==> config.mk <==
export PLATFORM = sky130hd
export DESIGN_NAME = serial_header_sync_deframer_flat
export DESIGN_NICKNAME = d
export VERILOG_FILES = /design/src/sv/shsd_pkg.sv /design/src/sv/shsd_if.sv /design/src/sv/serial_header_sync_deframer.sv /design/src/flat_wrapper.sv
export SDC_FILE = /design/constraint.sdc
export NUM_CORES = 1
export LEC_CHECK = 0
export ABC_CLOCK_PERIOD_IN_PS = 11300
export BUFFER_PORTS_ARGS = -buffer_cell sky130_fd_sc_hd__buf_2
export CAP_MARGIN = 30
export CORE_MARGIN = 2
export CORE_UTILIZATION = 32
export CTS_CLUSTER_DIAMETER = 40
export DETAILED_ROUTE_END_ITERATION = 10
export PLACE_DENSITY_LB_ADDON = 0.3
export SYNTH_ARGS = -nofsm -noshare
export SYNTH_HDL_FRONTEND = slang
export SYNTH_SLANG_ARGS = --single-unit
==> constraint.sdc <==
create_clock -name clk -period 11.3 [get_ports clk]
set_input_delay 1.695 -clock clk [delete_from_list [all_inputs] [get_ports clk]]
set_output_delay 1.695 -clock clk [all_outputs]
set_load 0.02 [all_outputs]
==> src/sv/shsd_pkg.sv <==
// shared constants, sync pattern tables and result type for the header sync deframer
package shsd_pkg;

	localparam int HEADER_LEN = 12;
	localparam int POS_W = $clog2(HEADER_LEN);
	localparam int LEN_W = 17;

	localparam logic [7:0] SYNC_VALUE [HEADER_LEN] = '{
		8'hb0, 8'h00, 8'h00, 8'h00, 8'h00, 8'h00,
		8'h00, 8'h00, 8'h00, 8'h80, 8'hff, 8'h7f
	};
	localparam logic SYNC_CHECKED [HEADER_LEN] = '{
		1'b1, 1'b1, 1'b0, 1'b0, 1'b0, 1'b0,
		1'b0, 1'b0, 1'b1, 1'b1, 1'b1, 1'b1
	};

	// header positions whose byte pairs load the held fields, and the last header position
	localparam logic [POS_W-1:0] POS_PIXEL_HI = POS_W'(3);
	localparam logic [POS_W-1:0] POS_STAMP_HI = POS_W'(5);
	localparam logic [POS_W-1:0] POS_LEN_HI   = POS_W'(7);
	localparam logic [POS_W-1:0] POS_LAST     = POS_W'(HEADER_LEN - 1);

	typedef struct packed {
		logic             is_header;
		logic [15:0]      pixel_index;
		logic [15:0]      stamp;
		logic [LEN_W-1:0] payload_bytes;
		logic [7:0]       data_byte;
		logic [LEN_W-1:0] byte_index;
		logic             last_of_frame;
		logic             frame_marker;
		logic [15:0]      frame_number;
	} res_t;

endpackage

==> src/sv/shsd_if.sv <==
// byte input and result output channel interfaces
interface shsd_in_if;
	logic       valid;
	logic       ready;
	logic [7:0] in_byte;

	modport source (output valid, output in_byte, input ready);
	modport sink (input valid, input in_byte, output ready);
endinterface

interface shsd_out_if;
	logic        valid;
	logic        ready;
	logic        is_header;
	logic [15:0] pixel_index;
	logic [15:0] stamp;
	logic [16:0] payload_bytes;
	logic [7:0]  data_byte;
	logic [16:0] byte_index;
	logic        last_of_frame;
	logic        frame_marker;
	logic [15:0] frame_number;

	modport source (output valid, output is_header, output pixel_index, output stamp,
		output payload_bytes, output data_byte, output byte_index, output last_of_frame,
		output frame_marker, output frame_number, input ready);
	modport sink (input valid, input is_header, input pixel_index, input stamp,
		input payload_bytes, input data_byte, input byte_index, input last_of_frame,
		input frame_marker, input frame_number, output ready);
endinterface

==> src/sv/serial_header_sync_deframer.sv <==
// header sync deframer: hunts for a 12-byte sync header and emits header and payload results
//
// rx carries one received byte per request. While hunting, bytes give no result; a full
// header gives one header result (pixel, stamp, payload length), then each payload byte
// gives one result with its index. The result that ends a frame carries last_of_frame,
// and frame_marker with frame_number when the pixel equals the running maximum pixel.
// A header with zero length ends the frame by itself.
// Throughput: one byte per cycle while rx.ready is high; all decode is a compare and a
// 17-bit count between the input handshake and the result register.
// res has an output register and a one-entry skid register: a byte is still taken while
// a result waits, and rx.ready drops only once the skid entry is also occupied.
// Reset (arst_n low) clears the hunt position, the held header fields, the running
// maximum, the frame counter and both output entries.
module serial_header_sync_deframer
	import shsd_pkg::*;
(
	input  logic           clk,
	input  logic           arst_n,
	shsd_in_if.sink        rx,
	shsd_out_if.source     res
);

	logic [POS_W-1:0] header_pos_q;
	logic             in_payload_q;
	logic [7:0]       prev_byte_q;
	logic [15:0]      held_pixel_q;
	logic [15:0]      held_stamp_q;
	logic [LEN_W-1:0] held_length_q;
	logic [LEN_W-1:0] bytes_seen_q;
	logic [15:0]      highest_pixel_q;
	logic [15:0]      frame_count_q;

	res_t out_q, skid_q;
	logic out_valid_q, skid_valid_q;

	logic             take;
	logic [POS_W-1:0] pos;
	logic [15:0]      pair;
	logic [15:0]      pixel_nx;
	logic [15:0]      stamp_nx;
	logic [LEN_W-1:0] length_nx;
	logic [15:0]      highest_nx;
	logic [LEN_W-1:0] seen_inc;
	logic             mismatch;
	logic             hdr_done;
	logic             frame_end;
	logic             marker;
	logic             produce;
	res_t             res_new;

	assign rx.ready = !skid_valid_q;
	assign take = rx.valid && rx.ready;

	assign pos  = (header_pos_q > POS_LAST) ? '0 : header_pos_q;
	assign pair = {rx.in_byte, prev_byte_q};
	assign seen_inc = bytes_seen_q + LEN_W'(1);

	always_comb begin
		pixel_nx  = held_pixel_q;
		stamp_nx  = held_stamp_q;
		length_nx = held_length_q;
		if (!in_payload_q) begin
			if (pos == POS_PIXEL_HI) begin
				pixel_nx = pair;
			end
			if (pos == POS_STAMP_HI) begin
				stamp_nx = pair;
			end
			if (pos == POS_LEN_HI) begin
				length_nx = {pair, 1'b0};
			end
		end
		highest_nx = highest_pixel_q;
		if (!in_payload_q && pixel_nx > highest_pixel_q) begin
			highest_nx = pixel_nx;
		end
	end

	assign mismatch = SYNC_CHECKED[pos] && (rx.in_byte != SYNC_VALUE[pos]);
	assign hdr_done = !in_payload_q && !mismatch && (pos == POS_LAST);
	assign produce  = in_payload_q || hdr_done;
	assign frame_end = in_payload_q ? (seen_inc >= held_length_q)
		: (hdr_done && held_length_q == '0);
	assign marker = frame_end && (pixel_nx == highest_nx);

	always_comb begin
		res_new.is_header     = !in_payload_q;
		res_new.pixel_index   = pixel_nx;
		res_new.stamp         = stamp_nx;
		res_new.payload_bytes = length_nx;
		res_new.data_byte     = in_payload_q ? rx.in_byte : 8'h00;
		res_new.byte_index    = in_payload_q ? bytes_seen_q : '0;
		res_new.last_of_frame = frame_end;
		res_new.frame_marker  = marker;
		res_new.frame_number  = marker ? frame_count_q : 16'h0000;
	end

	// deframer state
	always_ff @(posedge clk or negedge arst_n) begin
		if (!arst_n) begin
			header_pos_q    <= '0;
			in_payload_q    <= 1'b0;
			prev_byte_q     <= '0;
			held_pixel_q    <= '0;
			held_stamp_q    <= '0;
			held_length_q   <= '0;
			bytes_seen_q    <= '0;
			highest_pixel_q <= '0;
			frame_count_q   <= '0;
		end else if (take) begin
			prev_byte_q     <= rx.in_byte;
			held_pixel_q    <= pixel_nx;
			held_stamp_q    <= stamp_nx;
			held_length_q   <= length_nx;
			highest_pixel_q <= highest_nx;
			if (in_payload_q) begin
				bytes_seen_q <= seen_inc;
			end else begin
				if (mismatch) begin
					header_pos_q <= '0;
				end else if (hdr_done) begin
					header_pos_q <= '0;
					bytes_seen_q <= '0;
					in_payload_q <= 1'b1;
				end else begin
					header_pos_q <= pos + POS_W'(1);
				end
			end
			if (frame_end) begin
				in_payload_q <= 1'b0;
				header_pos_q <= '0;
			end
			if (marker) begin
				frame_count_q <= frame_count_q + 16'd1;
			end
		end
	end

	// output register with one skid entry
	logic out_free;
	assign out_free = !out_valid_q || res.ready;

	always_ff @(posedge clk or negedge arst_n) begin
		if (!arst_n) begin
			out_valid_q  <= 1'b0;
			skid_valid_q <= 1'b0;
		end else begin
			if (skid_valid_q) begin
				if (out_free) begin
					out_valid_q  <= 1'b1;
					skid_valid_q <= 1'b0;
				end
			end else if (take && produce) begin
				if (out_free) begin
					out_valid_q <= 1'b1;
				end else begin
					skid_valid_q <= 1'b1;
				end
			end else if (out_valid_q && res.ready) begin
				out_valid_q <= 1'b0;
			end
		end
	end

	always_ff @(posedge clk) begin
		if (skid_valid_q) begin
			if (out_free) begin
				out_q <= skid_q;
			end
		end else if (take && produce) begin
			if (out_free) begin
				out_q <= res_new;
			end else begin
				skid_q <= res_new;
			end
		end
	end

	assign res.valid         = out_valid_q;
	assign res.is_header     = out_q.is_header;
	assign res.pixel_index   = out_q.pixel_index;
	assign res.stamp         = out_q.stamp;
	assign res.payload_bytes = out_q.payload_bytes;
	assign res.data_byte     = out_q.data_byte;
	assign res.byte_index    = out_q.byte_index;
	assign res.last_of_frame = out_q.last_of_frame;
	assign res.frame_marker  = out_q.frame_marker;
	assign res.frame_number  = out_q.frame_number;

endmodule
==> src/flat_wrapper.sv <==
// flat-port wrapper written by rule: the top's interface ports become plain ports
module serial_header_sync_deframer_flat import shsd_pkg::*;
  (clk, arst_n, rx_valid, rx_in_byte, rx_ready, res_valid, res_is_header, res_pixel_index, res_stamp, res_payload_bytes, res_data_byte, res_byte_index, res_last_of_frame, res_frame_marker, res_frame_number, res_ready);
  shsd_in_if rx_i ();
  shsd_out_if res_i ();
  input  logic clk;
  input  logic arst_n;
  input wire logic [$bits(rx_i.valid)-1:0] rx_valid;
  input wire logic [$bits(rx_i.in_byte)-1:0] rx_in_byte;
  output wire logic [$bits(rx_i.ready)-1:0] rx_ready;
  output wire logic [$bits(res_i.valid)-1:0] res_valid;
  output wire logic [$bits(res_i.is_header)-1:0] res_is_header;
  output wire logic [$bits(res_i.pixel_index)-1:0] res_pixel_index;
  output wire logic [$bits(res_i.stamp)-1:0] res_stamp;
  output wire logic [$bits(res_i.payload_bytes)-1:0] res_payload_bytes;
  output wire logic [$bits(res_i.data_byte)-1:0] res_data_byte;
  output wire logic [$bits(res_i.byte_index)-1:0] res_byte_index;
  output wire logic [$bits(res_i.last_of_frame)-1:0] res_last_of_frame;
  output wire logic [$bits(res_i.frame_marker)-1:0] res_frame_marker;
  output wire logic [$bits(res_i.frame_number)-1:0] res_frame_number;
  input wire logic [$bits(res_i.ready)-1:0] res_ready;
  assign rx_i.valid = rx_valid;
  assign rx_i.in_byte = rx_in_byte;
  assign rx_ready = rx_i.ready;
  assign res_valid = res_i.valid;
  assign res_is_header = res_i.is_header;
  assign res_pixel_index = res_i.pixel_index;
  assign res_stamp = res_i.stamp;
  assign res_payload_bytes = res_i.payload_bytes;
  assign res_data_byte = res_i.data_byte;
  assign res_byte_index = res_i.byte_index;
  assign res_last_of_frame = res_i.last_of_frame;
  assign res_frame_marker = res_i.frame_marker;
  assign res_frame_number = res_i.frame_number;
  assign res_i.ready = res_ready;
  serial_header_sync_deframer u_core (.clk(clk), .arst_n(arst_n), .rx(rx_i), .res(res_i));
endmodule
==> results of run 1 <==
[cell type report]
cell class / instances / share of cell area
clock buffers: 55 / 0.0796
clock inverters: 41 / 0.0242
inverters: 55 / 0.0123
multi-input cells: 686 / 0.299
flip-flops and latches: 299 / 0.498
well taps: 585 / 0.0434
repair buffers: 123 / 0.0434
[kinds of logic (layout without fill, tap and decap cells)]
family | after synthesis | count (layout) | synth area share
AO/OA/AOI/OAI | 158 | 158 | 0.0852
flip-flops | 299 | 299 | 0.605
adder cells (fa/ha/maj) | 42 | 42 | 0.0378
multiplexers | 125 | 125 | 0.100
AND/OR/NAND/NOR | 319 | 319 | 0.111
XOR/XNOR | 42 | 42 | 0.0265
buffers and inverters | 114 | 274 | 0.0338
[state kept, by name, indices dropped and copies added (netlist names), 4 cells and up]
| signal | flops |
|---|---|
| u_core.held_pixel_q | 16 |
| u_core.highest_pixel_q | 16 |
| u_core.res.frame_number | 16 |
| u_core.res.stamp | 16 |
| u_core.res.pixel_index | 16 |
| u_core.header_pos_q | 4 |
| u_core.frame_count_q | 16 |
| u_core.res.payload_bytes | 17 |
| u_core.res.byte_index | 17 |
| u_core.bytes_seen_q | 17 |
| u_core.res.data_byte | 8 |
| u_core.skid_q | 93 |
| u_core.held_stamp_q | 16 |
| u_core.prev_byte_q | 8 |
| u_core.held_length_q | 17 |
[worst min-delay path: cells and delay by family, from the launching register on]
family,cells,cell delay [ns]
AND/OR/NAND/NOR,2,0.10
flip-flops,1,0.33
[worst max-delay path by stage]
stage                                endpoint  slack, ns  cells after the start
floorplan            u_core.res.byte_index[0]       0.98                      7
global placement    u_core.highest_pixel_q[1]       5.73                     12
detailed placement        u_core.res.stamp[6]       5.99                      8
global route        u_core.highest_pixel_q[7]       6.11                     15
CTS                                  rx_ready       5.80                      4
finish              u_core.highest_pixel_q[7]       6.51                     15
[placed cells by master, fill, tap and decap left out, types with 5 or more instances in the layout]
| master | Yosys | routed |
|---|---|---|
| edfxtp_1 | 186 | 186 |
| nand2_1 | 145 | 145 |
| dfrtp_1 | 113 | 113 |
| mux2_2 | 111 | 111 |
| buf_2 | 9 | 105 |
| and2_1 | 56 | 56 |
| inv_1 | 55 | 54 |
| clkbuf_16 | 0 | 53 |
| ha_1 | 42 | 42 |
| o21ai_0 | 42 | 41 |
| nor2_1 | 35 | 34 |
| xor2_1 | 26 | 26 |
| a21oi_1 | 26 | 26 |
| nand3_1 | 25 | 25 |
| xnor2_1 | 16 | 16 |
| nand4_1 | 14 | 14 |
| buf_4 | 0 | 14 |
| mux2i_1 | 13 | 13 |
| a211oi_2 | 12 | 12 |
| a31o_2 | 12 | 12 |
| a32o_1 | 12 | 12 |
| and3_1 | 9 | 9 |
| nor2b_1 | 9 | 8 |
| nand2b_1 | 8 | 8 |
| inv_6 | 0 | 8 |
| clkinv_4 | 0 | 8 |
| o31ai_1 | 7 | 7 |
| clkinvlp_4 | 0 | 7 |
| a21o_1 | 5 | 5 |
| o22ai_1 | 5 | 5 |
| a31o_1 | 5 | 5 |
| clkinv_1 | 0 | 5 |
[routing by layer]
metal  up-vias  track usage  routed length [um]
li1       4216            -                   -
met1      4359        0.218               16400
met5         -            0                   0
met2       194        0.233               15100
met4         0       0.0444                 626
met3        53       0.0343                1590
[power by group through the flow]
stage          Combinational (W)  Sequential (W)  Clock, W
5_1_grt                 0.000426         0.00134   0.00164
6_report                0.000382         0.00133   0.00155
4_1_cts                 0.000383         0.00133   0.00159
2_1_floorplan           0.000213         0.00139         0
3_3_place_gp            0.000376         0.00135         0
3_5_place_dp            0.000380         0.00135         0
[stage by stage]
step / utilization / setup slack (ns) / std cells / hold WS [ns] / cell area (um^2)
6_report: 0.393 / 6.51 / 1844 / 0.466 / 16900
5_1_grt: 0.393 / 6.11 / 1844 / 0.490 / 16900
4_1_cts: 0.392 / 5.80 / 1842 / 0.470 / 16800
3_5_place_dp: 0.351 / 5.99 / 1746 / 0.457 / 15100
3_3_place_gp: 0.350 / 5.73 / 1744 / 0.451 / 15000
2_1_floorplan: - / 0.976 / 1099 / 0.440 / 13900
==> flow_metrics.tcl, run 1 <==
set metrics [dict create \
    status "finished clean" \
    cts-htree-levels 2 \
    io_buffers 106 \
    critPathLaunchType "flop" \
    crit_start "u_core.header_pos_q[2]" \
    syn-cell-area_um2 13900 \
    yosys.area.top_type "edfxtp_1" \
    synth.net_count 1153 \
    cts_tree "yes" \
    die_h_um 212 \
    critical_path_peak_fanout 28 \
    syn2layout_area_growth_pct 21.4 \
    synthTopCellsByCount "edfxtp_1 (186), nand2_1 (145), dfrtp_1 (113)" \
    r2r-start "u_core.header_pos_q[2]" \
    cp_slowest_cell "nand2b_1" \
    maxCapViolations 0 \
    hold_end "u_core.held_stamp_q[5]" \
    hold_path_depth 2 \
    grt_max_degree 70 \
    final_hold_viol_count 0 \
    cpLargestDelayFamily "simple AND/OR/NAND/NOR gates" \
    dieArea_um2 45100 \
    combPwrFrac 0.117 \
    post_cts_buffers 0 \
    skew_ns 0.0347 \
    grt_usage 0.153 \
    multi_input_area_um2 5050 \
    synth-main-ff-cell "edfxtp_1" \
    power.switching_w 0.000913 \
    p_int_w 0.00235 \
    p_clk_frac 0.476 \
    max_freq_mhz 209 \
    reg2regPathDepth 15 \
    r2r-end "u_core.highest_pixel_q[7]" \
    vdd_drop_max_mv 0.0987 \
    power_frac_seq 0.407 \
    crit_chain "ha_1, nor2b_1, ha_1, nand3b_4, mux2i_1, inv_1, ha_1, a21o_1, nand3_1, a21oi_1, a2111oi_0, a221o_1, nand2b_1, buf_4, mux2_2" \
    core_um2 43000 \
    drv_slew 0 \
    worstMarginPinSlew_ns 1.01 \
    clockBufferDepth 3 \
    grt_overflow 0 \
    netSwitchingFraction 0.280 \
    setup_viol 0 \
    arrival_ns 5.25 \
    worst-setup-path-type "flop to flop" \
    min_from "u_core.held_stamp_q[5]" \
    finalWirelength_um 33600 \
    reg2reg_setup_slack_ns 6.51 \
    first_pass_iters 5 \
    detail_route.iter0.violations 616 \
    grt_pass1_vias 9061 \
    drc_errors 0 \
    grt_pass1_wl_um 53000 \
    antenna_found_initial 0 \
    regArea_um2 8410 \
    start_util 0.323 \
    ioPinCount 107 \
    cts_hold_buf 0 \
    cts_root_buf "clkbuf_16" \
    timing.final.crit_share 0.424 \
    cts_sinks 299 \
    slowest_delay_ns 0.47 \
    cts_resized 0 \
    synth.distinct_cells 58 \
    synth_edf_count 186 \
    vias 8822 \
    place_hpwl_um 21700 \
    cpMostUsedCell "ha_1" \
    vias_per_cell 4.78 \
    async_reset_ff_frac 0.378 \
    hp-class "flop to flop" \
    die_x_um 212 \
    fin_nets 1270 \
    yosysMostFrequentCell "edfxtp_1" \
    yosysWarnings 0 \
    syn_area_per_cell_um2 12.7 \
    synth_top_area_share 0.402 \
    p_per_area_nw_per_um2 193 \
    relSlewSlack 0.325 \
    p_leak_nw 7.07 \
    clk_pin_slew_ns 0.06 \
    synth_area_leaders "edfxtp_1 (40%), dfrtp_1 (20%), mux2_2 (9.0%), nand2_1 (3.9%), ha_1 (3.8%)" \
    numCtsBuffers 51 \
    wl_per_cell_um 18.2 \
    ys_ff_latch 299 \
    routabilityCongestion 0.849 \
    antenna_cells 0 \
    fillers 4110 \
    power.total_w 0.00326 \
    rsz0062_at_grt "no" \
    required_ns 11.76 \
    tns_ns 0 \
    row_count 76 \
    drive_gt1_frac 0.288 \
    fin_crit_ns 4.79 \
    ys_seq_area_frac 0.605 \
    critPathBufInv 2 \
    cp-end-kind "flop" \
    clk_latency_ns 0.60 \
    netlist_instances 1099 \
    ant_nets 0 \
]
(Power assumes the default switching activity.)
==> run 2: changes to the inputs <==
--- a/config.mk
+++ b/config.mk
@@ -5,7 +5,7 @@
 export SDC_FILE = /design/constraint.sdc
 export NUM_CORES = 1
 export LEC_CHECK = 0
-export ABC_CLOCK_PERIOD_IN_PS = 11300
+export ABC_CLOCK_PERIOD_IN_PS = 4220
 export BUFFER_PORTS_ARGS = -buffer_cell sky130_fd_sc_hd__buf_2
 export CAP_MARGIN = 30
 export CORE_MARGIN = 2
==> constraint.sdc (replaced) <==
create_clock -name clk -period 4.22 [get_ports clk]
set_input_delay 0.633 -clock clk [delete_from_list [all_inputs] [get_ports clk]]
set_output_delay 0.633 -clock clk [all_outputs]
set_load 0.02 [all_outputs]
==> run 2 against run 1 <==
Wire length rose by 0.68%. First-iteration DRC count decreased by 7.6%. Design area grew 0.30%. Clock skew decreased by 0.015 ns. Total power rose to 2.6 times the previous value. Non-clock buffer count up 28. Critical path type unchanged. Critical endpoint unchanged. Largest cell class unchanged.
==> flow_metrics.tcl, run 2 (synthesis gave the netlist of run 1 again) <==
set metrics [dict create \
    routabilityCongestion 0.847 \
    layout_common_cells "edfxtp_1 (186), nand2_1 (145), dfrtp_1 (113)" \
    p_clk_frac 0.453 \
    required_ns 4.62 \
    netSwitchingFraction 0.256 \
    placedInstanceArea_um2 15300 \
    first_pass_iters 5 \
    cp_slowest_cell "a2111oi_1" \
    power.switching_w 0.00216 \
    grt_usage 0.152 \
    layoutNonFillerInstCount 1855 \
    clk_latency_ns 0.53 \
    ioPinCount 107 \
    timing.final.crit_share 0.956 \
    io_buffers 106 \
    die_h_um 212 \
    vias 8901 \
    critPathLaunchType "flop" \
    regMostFlops "u_core.skid_q" \
    hp-class "input pin to flop" \
    p_int_w 0.00627 \
    syn2layout_area_growth_pct 21.8 \
    antenna_cells 0 \
    grt_max_degree 91 \
    use_met2 0.237 \
    clockBufferDepth 3 \
    fin_crit_ns 4.04 \
    skew_ns 0.0193 \
    combPwrFrac 0.125 \
    p_leak_nw 7.11 \
    vias_per_cell 4.80 \
    grt.met3_usage 0.0267 \
    row_count 76 \
    cts_sinks 299 \
    grt_pass1_vias 8906 \
    cts-htree-levels 2 \
    min_from "rx_in_byte[6]" \
    wl_per_cell_um 18.3 \
    dieArea_um2 45100 \
    numCtsBuffers 43 \
    final_area_um2 16900 \
    largest_reg_flops 93 \
    detail_route.iter0.violations 569 \
    drive_gt1_frac 0.300 \
    die_x_um 212 \
    max_freq_mhz 248 \
    worstMarginPinSlew_ns 0.914 \
    vdd_drop_max_mv 0.222 \
    core_um2 43000 \
    critical_path_peak_fanout 12 \
    maxCapViolations 0 \
    finalWirelength_um 33900 \
    hold_path_depth 3 \
    relSlewSlack 0.391 \
    status "finished clean" \
    hold_end "u_core.held_length_q[15]" \
    clk_pin_slew_ns 0.05 \
    final_common_cell "edfxtp_1" \
    p_per_area_nw_per_um2 498 \
    r2r-start "u_core.header_pos_q[3]" \
    dp.cells 1767 \
    final_hold_viol_count 0 \
    start_util 0.323 \
    top_usage_layer "met2" \
    fin_nets 1291 \
    reg2regPathDepth 14 \
    cts_tree "yes" \
    cts_root_buf "clkbuf_16" \
    place_hpwl_um 22000 \
    drc_errors 0 \
    setup_viol 0 \
    r2r-end "u_core.highest_pixel_q[7]" \
    grt_overflow 0 \
    arrival_ns 4.44 \
    fillers 4101 \
    worst-setup-path-type "flop to flop" \
    antenna_found_initial 1 \
    cp-end-kind "flop" \
    power_frac_seq 0.422 \
    slowest_delay_ns 0.45 \
    grt_pass1_wl_um 53100 \
    post-place-ws_ns -0.175 \
    reg2reg_setup_slack_ns 0.18 \
    crit_chain "ha_1, nor2b_1, ha_2, nand3b_4, buf_4, mux2_2, ha_1, a21oi_1, o21ai_0, a2111oi_1, a221o_2, nand2b_1, buf_4, mux2_2" \
    drv_slew 0 \
    fin_util 0.394 \
    use_met1 0.219 \
    ant_nets 0 \
    worst_slack_ns 0.184 \
]
[run 2: changes by cell type in the layout (fill, tap and decap cells not counted), sizes merged]
cell	change
buf	+27
clkinv	-4
a21oi	+1
dlygate4sd3	+1
clkbuf	-9
inv	-8
bufinv	+7
clkinvlp	-4
[run 2: metal layers]
layer	wire, um	vias up	share of wire
met3	1620	47	0.048
met2	15200	208	0.45
met1	16400	4413	0.48
met5	0	-	0
li1	-	4233	-
met4	624	0	0.018
[run 2: repair_timing]
item	4_1_cts	5_1_grt
resized for setup	1	10
endpoints found under the hold margin	13	0
hold buffers	1	0
cloned	1	0
pin swaps	2	4
setup endpoints to repair	43	65
buffers inserted	4	4
[run 2: critical path: cells and delay by family (launching register included)]
kind	cells	cell delay [ns]
AO/OA/AOI/OAI	4	0.99
adder cells (fa/ha/maj)	3	0.81
multiplexers	2	0.69
buffers and inverters	2	0.49
flip-flops	1	0.42
AND/OR/NAND/NOR	3	0.51
[run 2: layout make-up]
cell class / instances / area, um^2 / area share
Inverter: 55 / 208 / 0.0123
Sequential cell: 299 / 8410 / 0.497
Clock buffer: 46 / 1110 / 0.0654
Tap cell: 585 / 732 / 0.0432
Timing Repair Buffer: 151 / 947 / 0.0559
Multi-Input combinational cell: 687 / 5100 / 0.301
Clock inverter: 32 / 430 / 0.0254
[run 2: power by group through the flow]
stage	sequential (W)	clock, W	combinational (W)
CTS	0.00356	0.00391	0.00106
finish	0.00356	0.00382	0.00105
global placement	0.00362	0	0.00104
detailed placement	0.00361	0	0.00105
floorplan	0.00369	0	0.000574
global route	0.00359	0.00403	0.00117
[run 2: how the worst max path moves through the flow]
stage	startpoint	end	slack [ns]	cells past startpoint
2_1_floorplan	u_core.header_pos_q[2]	u_core.highest_pixel_q[7]	0.04	18
3_3_place_gp	u_core.header_pos_q[3]	u_core.res.frame_marker	-0.09	14
3_5_place_dp	u_core.header_pos_q[3]	u_core.res.frame_marker	-0.17	14
4_1_cts	u_core.header_pos_q[3]	u_core.frame_count_q[1]	0.08	15
5_1_grt	u_core.header_pos_q[3]	u_core.highest_pixel_q[7]	-0.08	14
6_report	u_core.header_pos_q[3]	u_core.highest_pixel_q[7]	0.18	14
[run 2: stage by stage]
stage	hold WS (ns)	total power, W	TNS, ns
6_report	0.371	0.00843	0
5_1_grt	0.390	0.00879	-0.594
4_1_cts	0.356	0.00853	0
3_5_place_dp	0.457	0.00466	-3.99
3_3_place_gp	0.451	0.00466	-1.18
2_1_floorplan	0.337	0.00426	0
